### config.mk
export PLATFORM = sky130hd
export DESIGN_NAME = step_response_metrics
export DESIGN_NICKNAME = d
export VERILOG_FILES = /design/src/rtl/core/srm_pkg.sv /design/src/rtl/core/srm_muldiv.sv /design/src/rtl/core/srm_datapath.sv /design/src/rtl/core/srm_ctrl.sv /design/src/rtl/core/step_response_metrics.sv
export SDC_FILE = /design/constraint.sdc
export NUM_CORES = 2
export LEC_CHECK = 0
export BUFFER_PORTS_ARGS = -buffer_cell sky130_fd_sc_hd__buf_2
export CAP_MARGIN = 20
export CORE_MARGIN = 10
export CORE_UTILIZATION = 50
export CTS_CLUSTER_DIAMETER = 60
export CTS_CLUSTER_SIZE = 14
export DETAILED_ROUTE_END_ITERATION = 16
export PLACE_DENSITY = 0.71
export SYNTH_ARGS = -nofsm -noshare
export SYNTH_HDL_FRONTEND = slang
export SYNTH_HIERARCHICAL = 1
export SYNTH_SLANG_ARGS = --single-unit
### constraint.sdc
create_clock -name clk -period 8.5 [get_ports clk]
set_clock_uncertainty 0.15 [all_clocks]
set_input_delay 0.85 -clock clk [delete_from_list [all_inputs] [get_ports clk]]
set_output_delay 0.85 -clock clk [all_outputs]
set_load 0.01 [all_outputs]
### src/rtl/core/srm_pkg.sv
// Shared types and constants for the step response metrics block.
// No dependencies; imported by every module of the block.
`default_nettype none
package srm_pkg;

	localparam int TIME_W    = 32;
	localparam int SAMPLE_W  = 16;
	localparam int REF_W     = 15;
	localparam int OV_W      = 16;
	localparam int ERR_W     = 16;
	localparam int QT_W      = 40;
	localparam int MD_A_W    = 41;
	localparam int MD_B_W    = 20;
	localparam int MD_P_W    = 61;
	localparam int XT_W      = 62;
	localparam int ADDR_W    = 3;
	localparam int DATA_W    = 32;

	localparam logic [REF_W-1:0] REF_RESET = 15'd4096;

	// register index codes, taken from paddr[2]
	localparam logic REG_REFERENCE = 1'b0;
	localparam logic REG_BAND      = 1'b1;

	// final computation jobs
	typedef enum logic [2:0] {
		JOB_OV = 3'b001,
		JOB_HI = 3'b010,
		JOB_LO = 3'b100
	} job_t;

	typedef struct packed {
		logic accept;
		logic start;
		job_t job;
		logic finish;
	} cmd_t;

	typedef struct packed {
		logic job_needed;
		logic done;
	} status_t;

endpackage
`default_nettype wire

### src/rtl/core/srm_muldiv.sv
// Sequential floor(a*b/c) unit: shift-add multiply, then restoring divide.
// Uses srm_pkg. Result saturates at 2^60.
`default_nettype none
module srm_muldiv
	import srm_pkg::*;
(
	input  wire logic              clk,
	input  wire logic              arst_n,
	input  wire logic              start,
	input  wire logic [MD_A_W-1:0] a,
	input  wire logic [MD_B_W-1:0] b,
	input  wire logic [MD_B_W-1:0] c,
	output logic                   done,
	output logic [MD_P_W-1:0]      q
);

	logic              mul_q, div_q, done_q;
	logic [5:0]        cnt_q;
	logic [MD_P_W-1:0] acc_q, mcand_q, quo_q;
	logic [MD_B_W-1:0] mplier_q, c_q;
	logic [MD_B_W-1:0] rem_q;
	logic [MD_B_W:0]   rem_n;
	logic              fits;

	// next partial remainder
	assign rem_n = {rem_q, acc_q[MD_P_W-1]};
	assign fits  = rem_n >= {1'b0, c_q};

	// control
	always_ff @(posedge clk or negedge arst_n) begin
		if (!arst_n) begin
			mul_q  <= 1'b0;
			div_q  <= 1'b0;
			done_q <= 1'b0;
		end else begin
			done_q <= 1'b0;
			if (start) begin
				mul_q <= 1'b1;
			end else if (mul_q && cnt_q == 6'd0) begin
				mul_q <= 1'b0;
				div_q <= 1'b1;
			end else if (div_q && cnt_q == 6'd0) begin
				div_q  <= 1'b0;
				done_q <= 1'b1;
			end
		end
	end

	// datapath: multiply over the bits of b, then one quotient bit a cycle
	always_ff @(posedge clk) begin
		if (start) begin
			mcand_q  <= MD_P_W'(a);
			mplier_q <= b;
			c_q      <= c;
			acc_q    <= '0;
			cnt_q    <= 6'(MD_B_W - 1);
		end else if (mul_q) begin
			if (mplier_q[0]) acc_q <= acc_q + mcand_q;
			mcand_q  <= mcand_q << 1;
			mplier_q <= mplier_q >> 1;
			if (cnt_q == 6'd0) begin
				cnt_q <= 6'(MD_P_W - 1);
				rem_q <= '0;
				quo_q <= '0;
			end else begin
				cnt_q <= cnt_q - 6'd1;
			end
		end else if (div_q) begin
			rem_q <= fits ? MD_B_W'(rem_n - {1'b0, c_q}) : rem_n[MD_B_W-1:0];
			quo_q <= {quo_q[MD_P_W-2:0], fits};
			acc_q <= acc_q << 1;
			cnt_q <= cnt_q - 6'd1;
		end
	end

	assign done = done_q;
	assign q    = quo_q[MD_P_W-1] ? {1'b1, {(MD_P_W-1){1'b0}}} : quo_q;

endmodule
`default_nettype wire

### src/rtl/core/srm_datapath.sv
// Run tracking (peak, rise brackets, settling band) and final result assembly.
// Uses srm_pkg and srm_muldiv.
`default_nettype none
module srm_datapath
	import srm_pkg::*;
(
	input  wire logic                       clk,
	input  wire logic                       arst_n,
	input  wire cmd_t                       cmd,
	output status_t                         status,
	input  wire logic [REF_W-1:0]           ref_level,
	input  wire logic                       band_sel,
	input  wire logic [TIME_W-1:0]          sample_time,
	input  wire logic signed [SAMPLE_W-1:0] sample_value,
	output logic [OV_W-1:0]                 overshoot_pct,
	output logic [TIME_W-1:0]               peak_time,
	output logic [QT_W-1:0]                 rise_time,
	output logic [QT_W-1:0]                 settling_time,
	output logic [ERR_W-1:0]                steady_error,
	output logic                            rise_found,
	output logic                            divide_fault
);

	localparam logic [1:0] RISE_LOW  = 2'd0;
	localparam logic [1:0] RISE_MID  = 2'd1;
	localparam logic [1:0] RISE_DONE = 2'd2;
	localparam logic [QT_W-1:0] QT_MAX = '1;

	// run state
	logic [1:0]                 phase_q, idx_q;
	logic signed [SAMPLE_W-1:0] peak_q, pv_q;
	logic [TIME_W-1:0]          pstamp_q, pt_q;
	logic [TIME_W-1:0]          lt_q [2];
	logic signed [SAMPLE_W-1:0] lv_q [2];
	logic [TIME_W-1:0]          ht_q [2];
	logic signed [SAMPLE_W-1:0] hv_q [2];
	logic [TIME_W-1:0]          ot_q [2];
	logic                       la_q, ha_q, op_q;
	logic [OV_W-1:0]            ov_q;
	logic signed [XT_W-1:0]     t90_q, t10_q;

	// per-sample level tests
	logic signed [16:0] yr;
	logic signed [19:0] y10, yr1, yr9;
	logic signed [17:0] ey;
	logic [16:0]        emag;
	logic               first, lt10, lt90, outb, la, ha;
	logic [1:0]         phase_n;

	assign yr    = $signed({2'b00, ref_level});
	assign y10   = 20'(sample_value) * 20'sd10;
	assign yr1   = 20'(yr);
	assign yr9   = 20'(yr) * 20'sd9;
	assign lt10  = y10 <= yr1;
	assign lt90  = y10 <= yr9;
	assign ey    = 18'(yr) - 18'(sample_value);
	assign emag  = ey[17] ? 17'(-ey) : ey[16:0];
	assign first = idx_q == 2'd0;
	assign outb  = ((24'(emag) * 24'd100) >
		(24'(ref_level) * (band_sel ? 24'd5 : 24'd2))) || first;

	// rise tracker
	always_comb begin
		la      = first;
		ha      = first;
		phase_n = phase_q;
		case (phase_q)
			RISE_LOW: begin
				if (lt10) la = 1'b1;
				else phase_n = RISE_MID;
			end
			RISE_MID: begin
				if (lt90) ha = 1'b1;
				else phase_n = RISE_DONE;
			end
			default: ;
		endcase
	end

	// crossing operands for the selected bracket
	logic [TIME_W-1:0]          ta, tb;
	logic signed [SAMPLE_W-1:0] ya, yb;
	logic signed [19:0]         kyr;
	logic signed [16:0]         dy;
	logic signed [20:0]         den, num;
	logic [MD_B_W-1:0]          denmag, nummag;
	logic signed [TIME_W:0]     dt;
	logic [TIME_W:0]            dtmag;
	logic                       neg, peak_ge, ref_zero, hi_zero, lo_zero, phase_done;
	logic signed [16:0]         ovdiff;

	always_comb begin
		if (cmd.job == JOB_HI) begin
			ta = ht_q[0]; ya = hv_q[0]; tb = ht_q[1]; yb = hv_q[1]; kyr = yr9;
		end else begin
			ta = lt_q[0]; ya = lv_q[0]; tb = lt_q[1]; yb = lv_q[1]; kyr = yr1;
		end
	end

	assign dy     = 17'(yb) - 17'(ya);
	assign den    = 21'(dy) * 21'sd10;
	assign num    = 21'(yb) * 21'sd10 - 21'(kyr);
	assign denmag = den[20] ? MD_B_W'(-den) : den[MD_B_W-1:0];
	assign nummag = num[20] ? MD_B_W'(-num) : num[MD_B_W-1:0];
	assign dt     = $signed({1'b0, tb}) - $signed({1'b0, ta});
	assign dtmag  = dt[TIME_W] ? (TIME_W+1)'(-dt) : dt;
	assign neg    = dt[TIME_W] ^ num[20] ^ den[20];

	assign peak_ge    = 17'(peak_q) >= yr;
	assign ref_zero   = ref_level == '0;
	assign hi_zero    = hv_q[1] == hv_q[0];
	assign lo_zero    = lv_q[1] == lv_q[0];
	assign phase_done = phase_q == RISE_DONE;
	assign ovdiff     = 17'(peak_q) - yr;

	// shared multiply-divide unit
	logic [MD_A_W-1:0] md_a;
	logic [MD_B_W-1:0] md_b, md_c;
	logic [MD_P_W-1:0] md_q;
	logic              md_done;

	always_comb begin
		if (cmd.job == JOB_OV) begin
			md_a = MD_A_W'(ovdiff[15:0]);
			md_b = 20'd25600;
			md_c = MD_B_W'(ref_level);
		end else begin
			md_a = {dtmag, 8'b0};
			md_b = nummag;
			md_c = denmag;
		end
	end

	srm_muldiv u_muldiv (
		.clk    (clk),
		.arst_n (arst_n),
		.start  (cmd.start),
		.a      (md_a),
		.b      (md_b),
		.c      (md_c),
		.done   (md_done),
		.q      (md_q)
	);

	// crossing time from the quotient
	logic signed [XT_W-1:0] base, qx, xt;
	assign base = $signed({22'b0, tb, 8'b0});
	assign qx   = $signed({1'b0, md_q});
	assign xt   = neg ? base + qx : base - qx;

	always_comb begin
		status.done = md_done;
		case (cmd.job)
			JOB_OV:  status.job_needed = peak_ge && !ref_zero;
			JOB_HI:  status.job_needed = phase_done && !hi_zero;
			JOB_LO:  status.job_needed = phase_done && !lo_zero;
			default: status.job_needed = 1'b0;
		endcase
	end

	// result assembly
	logic signed [XT_W:0]   rd;
	logic                   rise_fault, ov_fault;
	logic [QT_W-1:0]        rt, st, last_q;
	logic [TIME_W:0]        osum;
	logic signed [17:0]     el;
	logic [16:0]            elmag;
	logic [OV_W-1:0]        ov;

	assign rd         = 63'(t90_q) - 63'(t10_q);
	assign rise_fault = phase_done && (hi_zero || lo_zero);
	assign ov_fault   = peak_ge && ref_zero && (peak_q > 0);
	assign last_q     = {pt_q, 8'b0};
	assign osum       = {1'b0, ot_q[0]} + {1'b0, ot_q[1]};
	assign st         = op_q ? last_q : {osum, 7'b0};
	assign el         = 18'(yr) - 18'(pv_q);
	assign elmag      = el[17] ? 17'(-el) : el[16:0];

	always_comb begin
		if (!phase_done) rt = last_q;
		else if (rise_fault) rt = QT_MAX;
		else if (rd[XT_W]) rt = '0;
		else if (|rd[XT_W-1:QT_W]) rt = QT_MAX;
		else rt = rd[QT_W-1:0];
		if (!peak_ge) ov = '0;
		else if (ref_zero) ov = ov_fault ? '1 : '0;
		else ov = ov_q;
	end

	// capture job results
	always_ff @(posedge clk) begin
		if (md_done) begin
			case (cmd.job)
				JOB_OV:  ov_q  <= (|md_q[MD_P_W-1:OV_W]) ? '1 : md_q[OV_W-1:0];
				JOB_HI:  t90_q <= xt;
				default: t10_q <= xt;
			endcase
		end
	end

	// output register
	always_ff @(posedge clk) begin
		if (cmd.finish) begin
			overshoot_pct <= ov;
			peak_time     <= peak_ge ? pstamp_q : '0;
			rise_time     <= rt;
			settling_time <= st;
			steady_error  <= elmag[16] ? '1 : elmag[15:0];
			rise_found    <= phase_done;
			divide_fault  <= ov_fault || rise_fault;
		end
	end

	// run state update per sample, cleared as the result is loaded into the output register
	always_ff @(posedge clk or negedge arst_n) begin
		if (!arst_n) begin
			phase_q  <= RISE_LOW;
			idx_q    <= '0;
			peak_q   <= {1'b1, {(SAMPLE_W-1){1'b0}}};
			pstamp_q <= '0;
			pt_q     <= '0;
			pv_q     <= '0;
			lt_q     <= '{default: '0};
			lv_q     <= '{default: '0};
			ht_q     <= '{default: '0};
			hv_q     <= '{default: '0};
			ot_q     <= '{default: '0};
			la_q     <= 1'b0;
			ha_q     <= 1'b0;
			op_q     <= 1'b0;
		end else if (cmd.finish) begin
			phase_q  <= RISE_LOW;
			idx_q    <= '0;
			peak_q   <= {1'b1, {(SAMPLE_W-1){1'b0}}};
			pstamp_q <= '0;
			pt_q     <= '0;
			pv_q     <= '0;
			lt_q     <= '{default: '0};
			lv_q     <= '{default: '0};
			ht_q     <= '{default: '0};
			hv_q     <= '{default: '0};
			ot_q     <= '{default: '0};
			la_q     <= 1'b0;
			ha_q     <= 1'b0;
			op_q     <= 1'b0;
		end else if (cmd.accept) begin
			// close the brackets opened by the previous sample
			if (!first && la_q) begin lt_q[1] <= sample_time; lv_q[1] <= sample_value; end
			if (!first && ha_q) begin ht_q[1] <= sample_time; hv_q[1] <= sample_value; end
			if (!first && op_q) ot_q[1] <= sample_time;
			if (first || sample_value > peak_q) begin
				peak_q   <= sample_value;
				pstamp_q <= sample_time;
			end
			if (la) begin lt_q[0] <= sample_time; lv_q[0] <= sample_value; end
			if (ha) begin ht_q[0] <= sample_time; hv_q[0] <= sample_value; end
			if (outb) ot_q[0] <= sample_time;
			phase_q <= phase_n;
			la_q    <= la;
			ha_q    <= ha;
			op_q    <= outb;
			pt_q    <= sample_time;
			pv_q    <= sample_value;
			if (idx_q != 2'd2) idx_q <= idx_q + 2'd1;
		end
	end

endmodule
`default_nettype wire

### src/rtl/core/srm_ctrl.sv
// Controller: request handshakes and the sequence of final jobs.
// Uses srm_pkg; drives the datapath through cmd_t, reads status_t.
`default_nettype none
module srm_ctrl
	import srm_pkg::*;
(
	input  wire logic    clk,
	input  wire logic    arst_n,
	input  wire logic    in_valid,
	input  wire logic    last_sample,
	output logic         in_ready,
	output logic         out_valid,
	input  wire logic    out_ready,
	input  wire status_t status,
	output cmd_t         cmd
);

	typedef enum logic [3:0] {
		ST_IDLE   = 4'b0001,
		ST_START  = 4'b0010,
		ST_WAIT   = 4'b0100,
		ST_FINISH = 4'b1000
	} state_t;

	state_t state_q, state_n;
	job_t   job_q, job_n, job_next;
	logic   out_valid_q;

	always_comb begin
		case (job_q)
			JOB_OV:  job_next = JOB_HI;
			default: job_next = JOB_LO;
		endcase
	end

	// next state and commands
	always_comb begin
		state_n    = state_q;
		job_n      = job_q;
		cmd.accept = 1'b0;
		cmd.start  = 1'b0;
		cmd.finish = 1'b0;
		cmd.job    = job_q;
		case (state_q)
			ST_IDLE: begin
				cmd.accept = in_valid;
				if (in_valid && last_sample) begin
					state_n = ST_START;
					job_n   = JOB_OV;
				end
			end
			ST_START: begin
				if (status.job_needed) begin
					cmd.start = 1'b1;
					state_n   = ST_WAIT;
				end else if (job_q == JOB_LO) begin
					state_n = ST_FINISH;
				end else begin
					job_n = job_next;
				end
			end
			ST_WAIT: begin
				if (status.done) begin
					if (job_q == JOB_LO) begin
						state_n = ST_FINISH;
					end else begin
						job_n   = job_next;
						state_n = ST_START;
					end
				end
			end
			ST_FINISH: begin
				if (!out_valid_q || out_ready) begin
					cmd.finish = 1'b1;
					state_n    = ST_IDLE;
				end
			end
			default: state_n = ST_IDLE;
		endcase
	end

	always_ff @(posedge clk or negedge arst_n) begin
		if (!arst_n) begin
			state_q     <= ST_IDLE;
			job_q       <= JOB_OV;
			out_valid_q <= 1'b0;
		end else begin
			state_q <= state_n;
			job_q   <= job_n;
			if (cmd.finish) out_valid_q <= 1'b1;
			else if (out_ready) out_valid_q <= 1'b0;
		end
	end

	assign in_ready  = state_q == ST_IDLE;
	assign out_valid = out_valid_q;

endmodule
`default_nettype wire

### src/rtl/core/step_response_metrics.sv
// Step response metrics, top level. A sample other than the last is taken into the run
// state as it is accepted. The last sample starts up to three multiply-divide jobs on one
// shared unit, each of 20 multiply steps and 61 quotient bits; the result of the run then
// waits in an output register.
// arst_n clears the run state and loads reference 4096 and the 2 percent band.
`default_nettype none
module step_response_metrics
	import srm_pkg::*;
(
	input  wire logic                       clk,
	input  wire logic                       arst_n,
	input  wire logic                       psel,
	input  wire logic                       penable,
	input  wire logic                       pwrite,
	input  wire logic [ADDR_W-1:0]          paddr,
	input  wire logic [DATA_W-1:0]          pwdata,
	output logic [DATA_W-1:0]               prdata,
	output logic                            pready,
	input  wire logic                       in_valid,
	output logic                            in_ready,
	input  wire logic [TIME_W-1:0]          sample_time,
	input  wire logic signed [SAMPLE_W-1:0] sample_value,
	input  wire logic                       last_sample,
	output logic                            out_valid,
	input  wire logic                       out_ready,
	output logic [OV_W-1:0]                 overshoot_pct,
	output logic [TIME_W-1:0]               peak_time,
	output logic [QT_W-1:0]                 rise_time,
	output logic [QT_W-1:0]                 settling_time,
	output logic [ERR_W-1:0]                steady_error,
	output logic                            rise_found,
	output logic                            divide_fault
);

	logic [REF_W-1:0] ref_level_q;
	logic             band_sel_q;
	cmd_t             cmd;
	status_t          status;

	// configuration registers
	assign pready = 1'b1;
	always_ff @(posedge clk or negedge arst_n) begin
		if (!arst_n) begin
			ref_level_q <= REF_RESET;
			band_sel_q  <= 1'b0;
		end else if (psel && penable && pwrite) begin
			case (paddr[2])
				REG_REFERENCE: ref_level_q <= pwdata[REF_W-1:0];
				REG_BAND:      band_sel_q  <= pwdata[0];
				default: ;
			endcase
		end
	end

	always_comb begin
		case (paddr[2])
			REG_REFERENCE: prdata = DATA_W'(ref_level_q);
			REG_BAND:      prdata = DATA_W'(band_sel_q);
			default:       prdata = '0;
		endcase
	end

	srm_ctrl u_ctrl (
		.clk         (clk),
		.arst_n      (arst_n),
		.in_valid    (in_valid),
		.last_sample (last_sample),
		.in_ready    (in_ready),
		.out_valid   (out_valid),
		.out_ready   (out_ready),
		.status      (status),
		.cmd         (cmd)
	);

	srm_datapath u_datapath (
		.clk           (clk),
		.arst_n        (arst_n),
		.cmd           (cmd),
		.status        (status),
		.ref_level     (ref_level_q),
		.band_sel      (band_sel_q),
		.sample_time   (sample_time),
		.sample_value  (sample_value),
		.overshoot_pct (overshoot_pct),
		.peak_time     (peak_time),
		.rise_time     (rise_time),
		.settling_time (settling_time),
		.steady_error  (steady_error),
		.rise_found    (rise_found),
		.divide_fault  (divide_fault)
	);

	// a last request closes the input until its result is loaded into the output register
	a_last_closes: assert property (@(posedge clk) disable iff (!arst_n)
		(in_valid && in_ready && last_sample) |=> !in_ready)
		else $error("input open after last request");

	// jobs start only while inputs are held off
	a_start_busy: assert property (@(posedge clk) disable iff (!arst_n)
		cmd.start |-> !in_ready)
		else $error("job started while accepting requests");

	// a finished run always presents a result
	a_finish_valid: assert property (@(posedge clk) disable iff (!arst_n)
		cmd.finish |=> out_valid)
		else $error("finished run without result");

endmodule
`default_nettype wire
==> qor.txt <==
Post-route DRC - 0
first-iteration detailed-routing DRC count - 5252
H-tree Lvls - 3
worst setup path category - flop to flop
ys flop type - edfxtp_1
CTS max path bufs - 3
Clock transition at path regs - 60 ps
vias - 56310
mapped cell area - 67750 sq um
slew margin rel. - 15.67%
Starting Density - 50.20%
IO Count - 272
Die Span Y - 388.1 um
max-cap violation count - 0
pin count of the biggest net entering global routing - 240
asr flop ratio synth - 42.23%
most frequent cells in the layout - 817 x nand2_1, 616 x nor2_1, 616 x ha_1
grt ovf - 0
Final Hold Vio Count - 6
RSZ-0062 raised after global routing - no
fillers - 12070
first-pass GRT wire length - 310.3 mm
Crit Path Max Fanout - 17
core area - 135000 sq um
Nets - 8361
area grow syn2layout - 9.771%
#FFs+latches synth - 914
Distinct cells, synth - 114
drt wl/cell - 21.32 um
Worst setup SP type - flop
worst skew pair latency - 730 ps
post-synthesis sequential area ratio - 36.38%
commonest non-fill, non-tap cell in the layout - nand2_1
Syn. warnings - 6
Final Cycle Share - 95.26%
Hold WS - -29.02 ps
via/cell ratio - 5.939
routed wire length - 202.1 mm
RePlAce Congestion - 0.9660
Max Clock Freq - 123.5 MHz
ANT nets after route - 0
RR Startpoint - ref_level_q[0]
Port Buffers - 227
slowest stage delay, CP - 490 ps
HPWL Detailed - 149.3 mm
failing checks - negative hold slack
Min Clock Period, post-route - 8097 ps
Tightest Pin Transition - 1265 ps
clk root buf - clkbuf_16
setup TNS - 0 ps
CTS tree - yes
critical path required time - 8900 ps
most frequent CP cell - ha_1
slowest CP cell - fa_1
clock sinks - 914
EDFF count, synth - 441
Worst Setup SP - ref_level_q[0]
initial antenna violation count - 6
gr usage total - 25.59%
die width - 388.1 um
die area - 150600 sq um
crit end category - flop
min-delay worst type - primary input to async pin
vias in the first global route - 54590
Pre-antenna DRT Iters - 6
share of cells above drive strength 1 - 9.675%
std cell rows - 135
outcome - finished, violations left
worst reg2reg path endpoint - u_datapath/ot_q[63]
Final Max Tran Viols - 0
Setup-failing EPs final - 0
Arr. time, crit path - 8500 ps
R2R setup slack - 400 ps
Post-Syn Area per Cell - 9.048 sq um
FF-to-FF path depth - 40
Gate Count Post-Synth - 7488
CTS Buf Count - 97
==> how the worst max path moves through the flow <==
stage	to	slack, ps
6_report	u_datapath/ot_q[63]	400
5_1_grt	u_datapath/t10_q[14]	20
3_5_place_dp	u_datapath/ot_q[50]	-460
3_3_place_gp	u_datapath/ot_q[59]	-380
2_1_floorplan	u_datapath/ot_q[44]	10
4_1_cts	u_datapath/ot_q[63]	50
==> cell usage after synthesis, types with 56 or more instances <==
| master | number | area, sq um |
|---|---|---|
| dfrtp_1 | 382 | 9559 |
| a31oi_1 | 72 | 450.4 |
| and2_1 | 87 | 544.3 |
| a21o_1 | 205 | 1539 |
| edfxtp_1 | 441 | 13240 |
| nor3_1 | 102 | 510.5 |
| nand2_1 | 818 | 3070 |
| dfxtp_1 | 87 | 1742 |
| nand4_1 | 76 | 475.5 |
| mux2_2 | 71 | 799.5 |
| nand2b_1 | 159 | 994.7 |
| inv_1 | 434 | 1629 |
| ha_1 | 617 | 7720 |
| o21a_1 | 57 | 427.9 |
| clkbuf_1 | 286 | 1074 |
| xor2_1 | 186 | 1629 |
| nand3_1 | 87 | 435.4 |
| a211oi_1 | 56 | 420.4 |
| o31ai_1 | 56 | 420.4 |
| xnor2_1 | 294 | 2575 |
| nor4_1 | 57 | 356.6 |
| o21ai_0 | 334 | 1672 |
| nor2_1 | 620 | 2327 |
| mux2i_1 | 332 | 3323 |
| nor2b_1 | 193 | 1207 |
| a21oi_1 | 601 | 3008 |
| o21bai_1 | 79 | 593.1 |
==> flip-flops by register name (all words and copies together) (netlist names), 16 cells and up <==
register / flops
u_datapath/ht_q: 64
u_datapath/hv_q: 32
u_datapath/lt_q: 64
u_datapath/lv_q: 32
u_datapath/ot_q: 64
u_datapath/ov_q: 16
u_datapath/overshoot_pct: 16
u_datapath/peak_q: 16
u_datapath/peak_time: 32
u_datapath/pstamp_q: 32
u_datapath/pt_q: 32
u_datapath/pv_q: 16
u_datapath/rise_time: 40
u_datapath/settling_time: 33
u_datapath/steady_error: 16
u_datapath/t10_q: 62
u_datapath/t90_q: 62
u_datapath/u_muldiv/acc_q: 61
u_datapath/u_muldiv/c_q: 20
u_datapath/u_muldiv/mcand_q: 61
u_datapath/u_muldiv/mplier_q: 20
u_datapath/u_muldiv/quo_q: 61
u_datapath/u_muldiv/rem_q: 20
==> stage by stage <==
stage	worst slack [ps]	hold slack (ps)	instances	area [sq um]	utilization, %
after floorplan	9.686	321.8	7514	67870	-
after global placement	-384.7	340.3	9297	70930	52.55
after detailed placement	-456.8	349.9	9297	70930	52.55
after CTS	52.20	13.27	9471	74140	54.94
after global routing	17.29	45.94	9481	74370	55.11
final	403.0	-29.02	9482	74370	55.11
==> layer usage <==
metal	wire length, um	global-route usage, %	vias to the layer above
met1	82720	32.26	27270
met3	12100	3.250	413
met5	0	0	-
met2	97500	43.86	1805
li1	-	-	26830
met4	9812	11.14	0
==> repair_timing <==
item | CTS | global route
resized for setup | 0 | 23
hold buffers | 0 | 0
setup endpoints to repair | 0 | 111
setup buffers | 0 | 6
==> cell type report <==
cell class	instances	area [sq um]	area share, %
timing repair buffer	382	2422	3.257
tap	1781	2228	2.996
clock buffer	131	2713	3.647
inverter	434	1629	2.190
sequential	914	24650	33.15
clock inverter	43	503.0	0.6763
multi-input combinational	5796	40220	54.08
antenna	1	2.502	0.003365
==> cell families (layout without fill, tap and decap cells) <==
group                      count (synthesis)  count (layout)  synth area share, %
other                                      4              31              0.02215
AOI/OAI and AO/OA                       1785            1785                16.71
buffers and inverters                    805             990                4.757
xor gates and xnor gates                 483             484                6.305
adders and majority gates                645             645                12.22
DFF                                      914             914                36.38
and+or+nand+nor                         2438            2438                17.28
muxes                                    414             414                6.329
==> critical path: cells and delay by family, from the launching register on <==
| family | cells | cell delay (ps) |
|---|---|---|
| AND/OR/NAND/NOR | 9 | 1150 |
| buffers and inverters | 8 | 960 |
| adder cells (fa/ha/maj) | 7 | 2240 |
| multiplexers | 1 | 200 |
| XOR/XNOR | 2 | 210 |
| AO/OA/AOI/OAI | 13 | 2640 |
| flip-flops | 1 | 340 |
Power is not shown: default switching activity piles up to over one toggle a cycle in this logic, so the estimate is an artifact.
